==> config.mk <==
export PLATFORM = sky130hd
export DESIGN_NAME = cse_ctrl
export DESIGN_NICKNAME = d
export VERILOG_FILES = /design/src/rtl/core/cse_pkg.sv /design/src/rtl/core/cse_ctrl.sv
export SDC_FILE = /design/constraint.sdc
export NUM_CORES = 1
export LEC_CHECK = 0
export ABC_AREA = 1
export BUFFER_PORTS_ARGS = -buffer_cell sky130_fd_sc_hd__buf_4
export CAP_MARGIN = 30
export CORE_AREA = 2 2 39 41
export CTS_CLUSTER_DIAMETER = 30
export DETAILED_ROUTE_END_ITERATION = 6
export DIE_AREA = 0 0 41 43
export GPL_ROUTABILITY_DRIVEN = 0
export MAX_ROUTING_LAYER = met4
export PLACE_DENSITY = 0.56
export SLEW_MARGIN = 20
export SYNTH_ARGS = -nofsm -noshare
export SYNTH_HDL_FRONTEND = slang
export SYNTH_SLANG_ARGS = --single-unit
==> constraint.sdc <==
create_clock -name clk -period 2.75 [get_ports clk]
set_input_delay 0.275 -clock clk [delete_from_list [all_inputs] [get_ports clk]]
set_output_delay 0.275 -clock clk [all_outputs]
set_load 0.03 [all_outputs]
==> src/rtl/core/cse_pkg.sv <==
`default_nettype none
package cse_pkg;
  localparam int MaxSegmentsDefault = 64;
  localparam int FracBitsDefault = 16;
  localparam int CountW = 7;
  localparam int SlotW = 6;
  localparam int DataW = 32;

  typedef enum logic [1:0] {
    RS_IN_RANGE = 2'd0,
    RS_BELOW    = 2'd1,
    RS_ABOVE    = 2'd2,
    RS_EMPTY    = 2'd3
  } range_status_t;

  localparam logic CMD_WRITE = 1'b0;
  localparam logic CMD_EVAL  = 1'b1;

  typedef enum logic [3:0] {
    ST_IDLE, ST_BOUND, ST_CHECK, ST_SEARCH, ST_SREAD, ST_COEF, ST_DELTA,
    ST_MUL, ST_ADD, ST_OUT
  } state_t;

  typedef struct packed {
    logic load;
    logic wr;
    logic rd_first;
    logic rd_last;
    logic rd_mid;
    logic search_step;
    logic rd_coef;
    logic calc_delta;
    logic mul;
    logic add;
    logic set_status;
    logic out_load;
  } cse_cmd_t;

  typedef struct packed {
    logic is_eval;
    logic empty;
    logic below;
    logic above;
    logic search_done;
    logic last_add;
  } cse_stat_t;
endpackage
`default_nettype wire

==> src/rtl/core/cse_ctrl.sv <==
`default_nettype none
module cse_ctrl
  import cse_pkg::*;
(
  input  wire logic      clk,
  input  wire logic      rst_n,
  input  wire logic      in_valid,
  output logic           in_ready,
  output logic           out_valid,
  input  wire logic      out_ready,
  input  wire cse_stat_t stat,
  output cse_cmd_t       cmd
);
  state_t state_r, state_nxt;
  logic   out_valid_r, out_valid_nxt;

  always_ff @(posedge clk) begin
    if (!rst_n) begin
      state_r <= ST_IDLE;
      out_valid_r <= 1'b0;
    end else begin
      state_r <= state_nxt;
      out_valid_r <= out_valid_nxt;
    end
  end

  assign out_valid = out_valid_r;

  always_comb begin
    state_nxt = state_r;
    cmd = '0;
    in_ready = 1'b0;
    out_valid_nxt = out_valid_r && !out_ready;
    unique case (state_r)
      ST_IDLE: begin
        in_ready = 1'b1;
        if (in_valid) begin
          cmd.load = 1'b1;
          state_nxt = ST_BOUND;
        end
      end
      ST_BOUND: begin
        if (!stat.is_eval) begin
          cmd.wr = 1'b1;
          cmd.set_status = 1'b1;
          state_nxt = ST_OUT;
        end else if (stat.empty) begin
          cmd.set_status = 1'b1;
          state_nxt = ST_OUT;
        end else begin
          cmd.rd_first = 1'b1;
          cmd.rd_last = 1'b1;
          state_nxt = ST_CHECK;
        end
      end
      ST_CHECK: begin
        cmd.set_status = 1'b1;
        if (stat.below || stat.above) state_nxt = ST_OUT;
        else state_nxt = ST_SEARCH;
      end
      ST_SEARCH: begin
        if (stat.search_done) begin
          cmd.rd_coef = 1'b1;
          state_nxt = ST_COEF;
        end else begin
          cmd.rd_mid = 1'b1;
          state_nxt = ST_SREAD;
        end
      end
      ST_SREAD: begin
        cmd.search_step = 1'b1;
        state_nxt = ST_SEARCH;
      end
      ST_COEF: state_nxt = ST_DELTA;
      ST_DELTA: begin
        cmd.calc_delta = 1'b1;
        state_nxt = ST_MUL;
      end
      ST_MUL: begin
        cmd.mul = 1'b1;
        state_nxt = ST_ADD;
      end
      ST_ADD: begin
        cmd.add = 1'b1;
        state_nxt = stat.last_add ? ST_OUT : ST_MUL;
      end
      ST_OUT: begin
        if (!out_valid_r || out_ready) begin
          cmd.out_load = 1'b1;
          out_valid_nxt = 1'b1;
          state_nxt = ST_IDLE;
        end
      end
      default: state_nxt = ST_IDLE;
    endcase
  end
endmodule
`default_nettype wire

==> results of run 1 <==
==> synthesized netlist by cell type <==
cell	number	area share, %
clkinv_1	1	0.90
nor3_1	5	6.0
a21oi_2	1	2.1
a21oi_1	2	2.4
nor2_2	3	4.5
nand3_1	7	8.4
inv_2	3	2.7
nand2_2	2	3.0
buf_4	1	1.8
o21ai_0	2	2.4
inv_1	14	13
nand2_1	17	15
nor2_1	11	9.9
o21ai_2	2	4.2
dfxtp_1	5	24
==> sequential cells by signal, summed over array words and instances, names as in the netlist <==
register and count:
state_r 4, out_valid 1
==> power by group through the flow <==
stage | combinational (mW) | sequential, mW | clock, mW
floorplan | 0.246 | 0.111 | 0
global placement | 0.352 | 0.113 | 0
detailed placement | 0.350 | 0.114 | 0
CTS | 0.350 | 0.112 | 0.0921
global route | 0.383 | 0.116 | 0.0979
finish | 0.348 | 0.113 | 0.0879
==> logic make-up (layout without fill, tap and decap cells) <==
family	Yosys count	count (layout)	share of synthesized area [%]
buffers and inverters	19	45	18.0
AO/OA/AOI/OAI	7	7	11.1
flip-flops	5	5	24.0
AND/OR/NAND/NOR	45	45	47.0
==> path summary, 6_finish.rpt <==
kind | from | slack, ns | end | depth (start not counted)
setup / recovery | state_r[0] | 1.20 | cmd[1] | 5
hold / removal | rst_n | 0.26 | state_r[2] | 3
setup reg to reg | state_r[3] | 1.61 | state_r[3] | 8
hold reg to reg | out_valid | 0.56 | out_valid | 4
==> worst register-to-register path, cell delays in order (launching register included) <==
cell,delay (ns)
dfxtp_1,0.37
inv_1,0.11
nor2_2,0.16
nand2_2,0.09
inv_2,0.06
nand2_1,0.04
nand2_1,0.05
nor2_1,0.05
a21oi_1,0.14
==> layer usage <==
layer / share of wire, % / vias up / global-route usage [%]
met2: 51 / 12 / 23.8
li1: - / 281 / -
met1: 44 / 222 / 19.9
met5: 0 / - / -
met3: 4.6 / 0 / 4.71
met4: 0 / 0 / 4.00
==> cell type report <==
type / count / area (µm²)
Timing Repair Buffer: 23 / 173
Multi-Input combinational cell: 52 / 243
Inverter: 18 / 67.6
Tap cell: 16 / 20.0
Fill cell: 156 / 754
Clock buffer: 4 / 26.3
Sequential cell: 5 / 100
==> placed cells by master, fill, tap and decap left out, drive strengths merged <==
cell type  Yosys  routed
buf            1      23
clkinv         1       1
inv           17      17
clkbuf         0       4
dfxtp          5       5
nor3           5       5
a21oi          3       3
nor2          14      14
nand2         19      19
o21ai          4       4
nand3          7       7
==> stage by stage <==
stage               instances  util (%)  setup slack, ns  hold slack (ns)  instance area [µm²]
floorplan                  76         -             1.27            0.399                  418
global placement          114      43.6             1.47            0.516                  603
detailed placement        114      43.6             1.47            0.516                  603
CTS                       118      45.5             1.21            0.259                  629
global route              118      45.5             1.08            0.283                  629
finish                    118      45.5             1.20            0.262                  629
==> flow_metrics.py, run 1 <==
metrics = {
    "run_status": {
        "outcome": "complete, no violations",
    },
    "finish": {
        "area_delta_synth_final_pct": 50.6,
        "fin_nets": 113,
        "drive_above_1_share_pct": 36.3,
        "diodes": 0,
    },
    "floorplanning": {
        "dieHeight_um": 43,
        "num_io_pins": 24,
        "row_count": 14,
        "die_area_um2": 1760,
        "die_width_um": 41,
        "initial_utilization_pct": 30.2,
        "core_area_um2": 1380,
    },
    "global_routing": {
        "overflow": 0,
        "antenna_found_initial": 0,
        "grt_pass1_vias": 486,
        "grt_max_degree": 7,
        "track_usage_pct": 15.7,
        "grt_pass1_wl_mm": 1.90,
    },
    "logic_synthesis": {
        "ys_seq_area_share_pct": 24.0,
        "syn_inst": 76,
        "ys_types": 15,
        "ys_ff_latch": 5,
        "avgSynthCellArea_um2": 5.50,
        "syn_nets": 86,
        "yosysWarnings": 0,
        "netlist_area_um2": 418,
    },
    "min_path": {
        "hp-class": "in -> reg",
    },
    "placement": {
        "post-dp-hpwl_um": 959,
        "port_buffers": 23,
    },
    "cts": {
        "path_clk_slew_ns": 0.05,
        "cts_buffers": 3,
        "post_cts_buffers": 0,
        "cts_buffer_depth": 2,
        "cts_tree": "done",
        "cts_resized": 0,
        "clock-sinks": 5,
        "htree_levels": 1,
        "clk_latency_ns": 0.24,
        "cts-root-buf": "clkbuf_4",
        "cts-hold-fix-buffers": 0,
    },
    "timing": {
        "fin_skew_ns": 0.00390,
        "final.period_utilization_pct": 56.5,
        "slew_headroom_pct": 85.8,
        "clock.fmax_mhz": 644,
        "grt_setup_unrepaired": "no",
        "tns_ns": 0,
        "drv_slew": 0,
        "finalCriticalPeriod_ns": 1.55,
        "setup_viol": 0,
        "hold_viol_final": 0,
        "tightest_slew_ns": 0.213,
    },
    "pwr": {
        "clkPwrFrac_pct": 16.0,
        "powerDensity_nw_per_um2": 872,
        "pwr-share-comb_pct": 63.4,
        "power_uw": 549,
        "ir_drop_mv": 0.342,
        "power.switching_uw": 283,
        "p_sw_share_pct": 51.6,
        "p_leak_nw": 0.381,
        "pwr-share-seq_pct": 20.6,
        "p_int_uw": 266,
    },
    "setup_path": {
        "crit_required_ns": 2.48,
        "path_cells": "inv_2 > nor2_2 > nand3_1 > nand2_1 > buf_4",
        "cp_max_fo": 5,
        "worst-path-buf-inv": 2,
        "arrival_ns": 1.28,
        "cpLargestDelayFamily": "flip-flops",
        "max_stage_delay_ns": 0.42,
        "slowest_stage": "dfxtp_1",
        "path_class": "reg -> out",
        "start_kind": "flip-flop",
        "crit_path_end_kind": "output port",
    },
    "detailed_routing": {
        "route.detailed.drc": 0,
        "wl_mm": 1.11,
        "initialDrtViolationCount": 5,
        "via_per_inst": 4.36,
        "wl_per_cell_um": 9.43,
        "detail-route-antenna-nets": 0,
        "dr_total_vias": 515,
        "firstDrtPassIters": 4,
    },
    "run": {
        "drv_cap": 0,
    },
}
Note: power is estimated with default switching activity, not from simulation.
==> inputs of run 2 (changes only) <==
--- a/config.mk
+++ b/config.mk
@@ -14,7 +14,7 @@
 export DIE_AREA = 0 0 41 43
 export GPL_ROUTABILITY_DRIVEN = 0
 export MAX_ROUTING_LAYER = met4
-export PLACE_DENSITY = 0.56
+export PLACE_DENSITY = 0.59
 export SLEW_MARGIN = 20
 export SYNTH_ARGS = -nofsm -noshare
 export SYNTH_HDL_FRONTEND = slang
==> constraint.sdc (replaced) <==
create_clock -name clk -period 1.3 [get_ports clk]
set_input_delay 0.13 -clock clk [delete_from_list [all_inputs] [get_ports clk]]
set_output_delay 0.13 -clock clk [all_outputs]
set_load 0.03 [all_outputs]
==> run 2 against run 1 <==
The flow now finishes with violations (setup timing). Largest power group unchanged. Power grew 150%. Final cell count increased by 1.7%. Combinational power increased to 2.6 times the previous value. Sequential cell count is the same. Global-route usage decreased by 0.65 points.
==> flow_metrics.py, run 2 (synthesis results as in run 1) <==
metrics = {
    "run": {
        "drv_cap": 0,
    },
    "global_routing": {
        "grt_pass1_wl_mm": 1.83,
        "overflow": 0,
        "antenna_found_initial": 0,
        "grt_max_degree": 6,
        "track_usage_pct": 15.1,
        "grt_pass1_vias": 475,
    },
    "finish": {
        "largest_reg_flops": 4,
        "fin_nets": 115,
        "diodes": 0,
        "drive_above_1_share_pct": 52.9,
        "layout_common_cells": "buf_4, nand2_1, inv_1",
        "area_delta_synth_final_pct": 75.4,
        "stdcell_area_um2": 733,
        "final_common_cell": "buf_4",
        "top_register": "state_r",
    },
    "pwr": {
        "p_sw_share_pct": 50.8,
        "ir_drop_mv": 0.620,
        "pwr-share-seq_pct": 19.6,
        "power_mw": 1.36,
        "powerDensity_nw_per_um2": 1850,
        "clkPwrFrac_pct": 13.3,
        "p_leak_nw": 0.405,
        "p_int_uw": 670,
        "power.switching_uw": 690,
        "pwr-share-comb_pct": 67.0,
    },
    "placement": {
        "place_ws_ns": 0.163,
        "port_buffers": 23,
        "post-dp-hpwl_um": 966,
        "placed_cell_area_um2": 608,
    },
    "timing": {
        "clock.fmax_mhz": 767,
        "finalCriticalPeriod_ns": 1.30,
        "tightest_slew_ns": 0.253,
        "timing.final.ws_setup_ns": -0.00359,
        "fin_skew_ns": 0.00136,
        "slew_headroom_pct": 83.0,
        "setup_viol": 1,
        "final.period_utilization_pct": 100,
        "tns_ns": -0.00359,
        "hold_viol_final": 0,
        "grt_setup_unrepaired": "yes",
        "drv_slew": 0,
    },
    "setup_path": {
        "max_stage_delay_ns": 0.36,
        "path_class": "reg -> out",
        "path_cells": "inv_4 > nand2_4 > buf_6 > nor3_2 > buf_4",
        "crit_required_ns": 1.17,
        "r2r_end": "state_r[3]",
        "r2r-start": "state_r[1]",
        "cp_max_fo": 4,
        "r2r_slack_ns": 0.20,
        "start_kind": "flip-flop",
        "slowest_stage": "dfxtp_4",
        "crit_path_end_kind": "output port",
        "r2r_cells": 6,
        "arrival_ns": 1.17,
    },
    "cts": {
        "clk_latency_ns": 0.24,
        "cts_tree": "done",
        "path_clk_slew_ns": 0.04,
        "clock-sinks": 5,
        "cts-hold-fix-buffers": 0,
        "htree_levels": 1,
        "cts-root-buf": "clkbuf_4",
        "cts_buffers": 3,
        "cts_buffer_depth": 2,
    },
    "run_status": {
        "outcome": "complete, but fails checks",
        "failed_checks": "setup timing",
    },
    "floorplanning": {
        "row_count": 14,
        "die_width_um": 41,
        "die_area_um2": 1760,
        "dieHeight_um": 43,
        "initial_utilization_pct": 30.2,
        "num_io_pins": 24,
        "core_area_um2": 1380,
    },
    "min_path": {
        "hold_depth": 3,
        "min_to": "state_r[2]",
        "min_from": "rst_n",
        "hp-class": "in -> reg",
    },
    "detailed_routing": {
        "route.detailed.drc": 0,
        "via_per_inst": 4.62,
        "wl_mm": 1.23,
        "dr_total_vias": 554,
        "firstDrtPassIters": 4,
        "detail-route-antenna-nets": 0,
        "initialDrtViolationCount": 13,
        "wl_per_cell_um": 10.3,
    },
}
-- run 2: what timing repair did --
action / in CTS / in global routing
pin swaps: 3 / 2
resized for setup: 17 / 11
setup buffers: 1 / 1
endpoints found under the setup margin: 10 / 12
hold endpoints to repair: 0 / 0
-- run 2: stage by stage --
stage | util [%] | std cells | hold WS, ns
3_5_place_dp | 43.9 | 114 | 0.384
6_report | 53.0 | 120 | 0.158
5_1_grt | 53.0 | 120 | 0.145
4_1_cts | 49.2 | 119 | 0.134
2_1_floorplan | - | 76 | 0.254
3_3_place_gp | 43.9 | 114 | 0.377
-- run 2: worst max-delay path: cells and delay by family, from the launching register on --
kind / cells / cell delay (ns)
buf+inv: 3 / 0.39
flops: 1 / 0.36
simple gates: 2 / 0.18
-- run 2: worst max-delay path by stage --
stage	slack, ns	cells past startpoint	startpoint	to
2_1_floorplan	-0.006	3	state_r[1]	cmd[11]
3_3_place_gp	0.15	7	state_r[3]	state_r[0]
3_5_place_dp	0.16	6	state_r[2]	cmd[8]
4_1_cts	-0.01	6	state_r[3]	cmd[8]
5_1_grt	-0.07	5	state_r[0]	cmd[0]
6_report	-0.004	5	state_r[3]	cmd[7]
-- run 2: power by group through the flow --
stage | combinational [mW] | sequential (mW) | clock [mW]
after global placement | 0.749 | 0.237 | 0
after global routing | 0.975 | 0.271 | 0.203
after CTS | 0.810 | 0.260 | 0.184
after floorplan | 0.523 | 0.234 | 0
after detailed placement | 0.745 | 0.239 | 0
final | 0.912 | 0.267 | 0.181
-- run 2: cell type report --
class / instances / area [µm²]
Fill cell: 151 / 651
Multi-Input combinational cell: 52 / 298
Timing Repair Buffer: 25 / 206
Sequential cell: 5 / 110
Inverter: 18 / 72.6
Clock buffer: 4 / 26.3
Tap cell: 16 / 20.0
-- run 2: routing by layer --
layer | up-vias | part of all wire (%) | track usage [%]
met4 | 0 | 0 | 2.00
met1 | 255 | 40 | 16.9
li1 | 287 | - | -
met3 | 0 | 4.8 | 4.71
met2 | 12 | 55 | 25.6
met5 | - | 0 | -
==> inputs of run 3 (changes only) <==
--- a/config.mk
+++ b/config.mk
@@ -5,7 +5,6 @@
 export SDC_FILE = /design/constraint.sdc
 export NUM_CORES = 1
 export LEC_CHECK = 0
-export ABC_AREA = 1
 export BUFFER_PORTS_ARGS = -buffer_cell sky130_fd_sc_hd__buf_4
 export CAP_MARGIN = 30
 export CORE_AREA = 2 2 39 41
@@ -14,7 +13,7 @@
 export DIE_AREA = 0 0 41 43
 export GPL_ROUTABILITY_DRIVEN = 0
 export MAX_ROUTING_LAYER = met4
-export PLACE_DENSITY = 0.59
+export PLACE_DENSITY = 0.6
 export SLEW_MARGIN = 20
 export SYNTH_ARGS = -nofsm -noshare
 export SYNTH_HDL_FRONTEND = slang
==> run 3 against run 2 <==
The run still ends with setup timing left. Non-clock buffer count up 16. Clock skew grew 0.0026 ns. Setup slack worse by 0.39 ns. Critical endpoint is now cmd[1]. Largest cell class unchanged.
==> flow_metrics.py, run 3 <==
metrics = {
    "global_routing": {
        "track_usage_pct": 20.4,
        "grt_pass1_wl_mm": 2.31,
        "grt_pass1_vias": 598,
        "antenna_found_initial": 0,
        "overflow": 0,
        "grt_max_degree": 15,
    },
    "timing": {
        "hold_viol_final": 0,
        "timing.final.ws_setup_ns": -0.391,
        "setup_viol": 17,
        "slew_headroom_pct": 80.2,
        "fin_skew_ns": 0.00401,
        "final.period_utilization_pct": 130,
        "finalCriticalPeriod_ns": 1.69,
        "tns_ns": -3.92,
        "grt_setup_unrepaired": "yes",
        "tightest_slew_ns": 0.295,
        "clock.fmax_mhz": 591,
        "drv_slew": 0,
    },
    "logic_synthesis": {
        "ys_ff_latch": 5,
        "yosysWarnings": 0,
        "synthMuxAreaShare_pct": 2.31,
        "synth_most_common_cell": "nor2_1",
        "syn_nets": 70,
        "synth.top_cell.area_share_pct": 23.1,
        "netlist_area_um2": 434,
        "synth_top_family_by_area": "simple AND/OR/NAND/NOR gates",
        "synth_simple_gate_area_share_pct": 39.2,
        "avgSynthCellArea_um2": 7.24,
        "ys_seq_area_share_pct": 23.1,
        "async_flop_share_pct": 0,
        "synth-xor-area-share_pct": 2.02,
        "ys_types": 32,
        "ys_top_cells_by_area": "dfxtp_1, nor3_1, nor2_1",
        "syn_inst": 60,
        "synth_commonest_cells": "nor2_1, nor3_1, dfxtp_1",
        "synth_flop_cell": "dfxtp_1",
        "yosys.area_share.adder_pct": 0,
        "synth_compound_area_share_pct": 22.8,
        "synth-edff-count": 0,
        "synth_area_leader_cell": "dfxtp_1",
    },
    "setup_path": {
        "r2r_slack_ns": -0.18,
        "start_kind": "flip-flop",
        "max_stage_delay_ns": 0.56,
        "worst-path-buf-inv": 1,
        "crit_path_end_kind": "output port",
        "cp_num_cells": 4,
        "slowest_stage": "or4b_4",
        "r2r_end": "state_r[1]",
        "r2r_cells": 4,
        "path_cells": "or4b_4 > a21oi_4 > o21bai_2 > buf_6",
        "cp_max_fo": 3,
        "r2r-start": "state_r[3]",
        "arrival_ns": 1.56,
        "crit_required_ns": 1.17,
        "path_class": "reg -> out",
        "cpLargestDelayFamily": "simple AND/OR/NAND/NOR gates",
    },
    "cts": {
        "htree_levels": 1,
        "clock-sinks": 5,
        "cts-hold-fix-buffers": 0,
        "cts_buffer_depth": 2,
        "clk_latency_ns": 0.24,
        "path_clk_slew_ns": 0.05,
        "cts_buffers": 3,
        "cts-root-buf": "clkbuf_4",
        "cts_tree": "done",
    },
    "placement": {
        "post-dp-hpwl_um": 957,
        "port_buffers": 23,
    },
    "floorplanning": {
        "row_count": 14,
        "dieHeight_um": 43,
        "die_area_um2": 1760,
        "initial_utilization_pct": 31.4,
        "num_io_pins": 24,
        "core_area_um2": 1380,
        "die_width_um": 41,
    },
    "pwr": {
        "ir_drop_mv": 0.758,
        "p_leak_nw": 0.404,
        "powerDensity_nw_per_um2": 1300,
        "power_mw": 1.21,
    },
    "run_status": {
        "failed_checks": "setup timing",
        "outcome": "complete, but fails checks",
    },
    "detailed_routing": {
        "wl_per_cell_um": 12.3,
        "wl_mm": 1.43,
        "firstDrtPassIters": 4,
        "initialDrtViolationCount": 12,
        "detail-route-antenna-nets": 0,
        "route.detailed.drc": 0,
        "via_per_inst": 5.19,
        "dr_total_vias": 602,
    },
    "finish": {
        "layout_common_cells": "buf_4, buf_6, nor2_1",
        "drive_above_1_share_pct": 66.0,
        "top_register": "state_r",
        "fillers": 128,
        "area_delta_synth_final_pct": 114,
        "final_common_cell": "buf_4",
        "fin_nets": 111,
        "largest_reg_flops": 4,
        "diodes": 0,
        "final_util_pct": 67.3,
    },
    "min_path": {
        "min_from": "rst_n",
        "hold_depth": 2,
        "min_to": "state_r[1]",
        "hp-class": "in -> reg",
    },
    "run": {
        "drv_cap": 0,
    },
}
==> run 3: changes by cell type in the layout (fill, tap and decap cells not counted), sizes merged, moves of 2 or more <==
cell and delta:
nand2b +2, nand3 -7, buf +16, nand2 -16, inv -13, a21oi +2
o21ai -2, nor2 -6, nor3b +2, nor3 +2, nor2b +2
==> run 3: metal layers <==
metal  global-route usage (%)  part of all wire [%]
met5                        -                     0
met2                     32.8                    57
met4                     12.7                     0
met1                     21.4                    38
met3                     4.19                   4.5
==> run 3: worst max path at each step <==
stage / from / endpoint
after floorplan: state_r[3] / cmd[9]
after global placement: state_r[3] / cmd[1]
after detailed placement: state_r[3] / cmd[8]
after CTS: state_r[2] / cmd[1]
after global routing: state_r[2] / cmd[9]
final: state_r[3] / cmd[1]
==> run 3: worst register-to-register path, stage by stage (launching register included) <==
cell	delay (ns)
dfxtp_2	0.33
or4b_4	0.56
nor3b_4	0.26
buf_4	0.15
o41a_1	0.12
==> run 3: cell families (layout without fill, tap and decap cells) <==
logic type / count (synthesis) / count (layout)
AOI/OAI and AO/OA: 14 / 14
xor gates and xnor gates: 1 / 1
and+or+nand+nor: 30 / 30
DFF: 5 / 5
muxes: 1 / 1
buffers and inverters: 9 / 49
==> run 3: per-stage QoR <==
step	hold slack, ns	instances	setup WS, ns	cell area (µm²)
after floorplan	0.264	60	-0.404	512
after global placement	0.402	105	-0.128	741
after detailed placement	0.412	105	-0.135	741
after CTS	0.152	116	-0.379	893
after global routing	0.161	116	-0.433	931
final	0.160	116	-0.391	931
==> run 3: timing repair <==
action / in CTS / in global routing
pin swaps: 8 / 3
gates resized for setup: 19 / 10
setup buffers: 7 / 1
hold endpoints to repair: 0 / 0
setup endpoints to repair: 17 / 18
==> run 3: area by class of cell <==
cell class                      instances  area, µm²  share of cell area [%]
Clock inverter                          1       5.00                   0.538
Sequential cell                         5        101                    10.9
Timing Repair Buffer                   41        360                    38.7
Multi-Input combinational cell         46        407                    43.7
Tap cell                               16       20.0                    2.15
Clock buffer                            3       22.5                    2.42
Inverter                                4       15.0                    1.61
==> run 3: power by group <==
part           leakage (nW)  switching, mW  total [mW]  internal, mW
combinational         0.345          0.428       0.840         0.413
clock                0.0177         0.0650       0.176         0.111
sequential           0.0412         0.0128       0.191         0.178
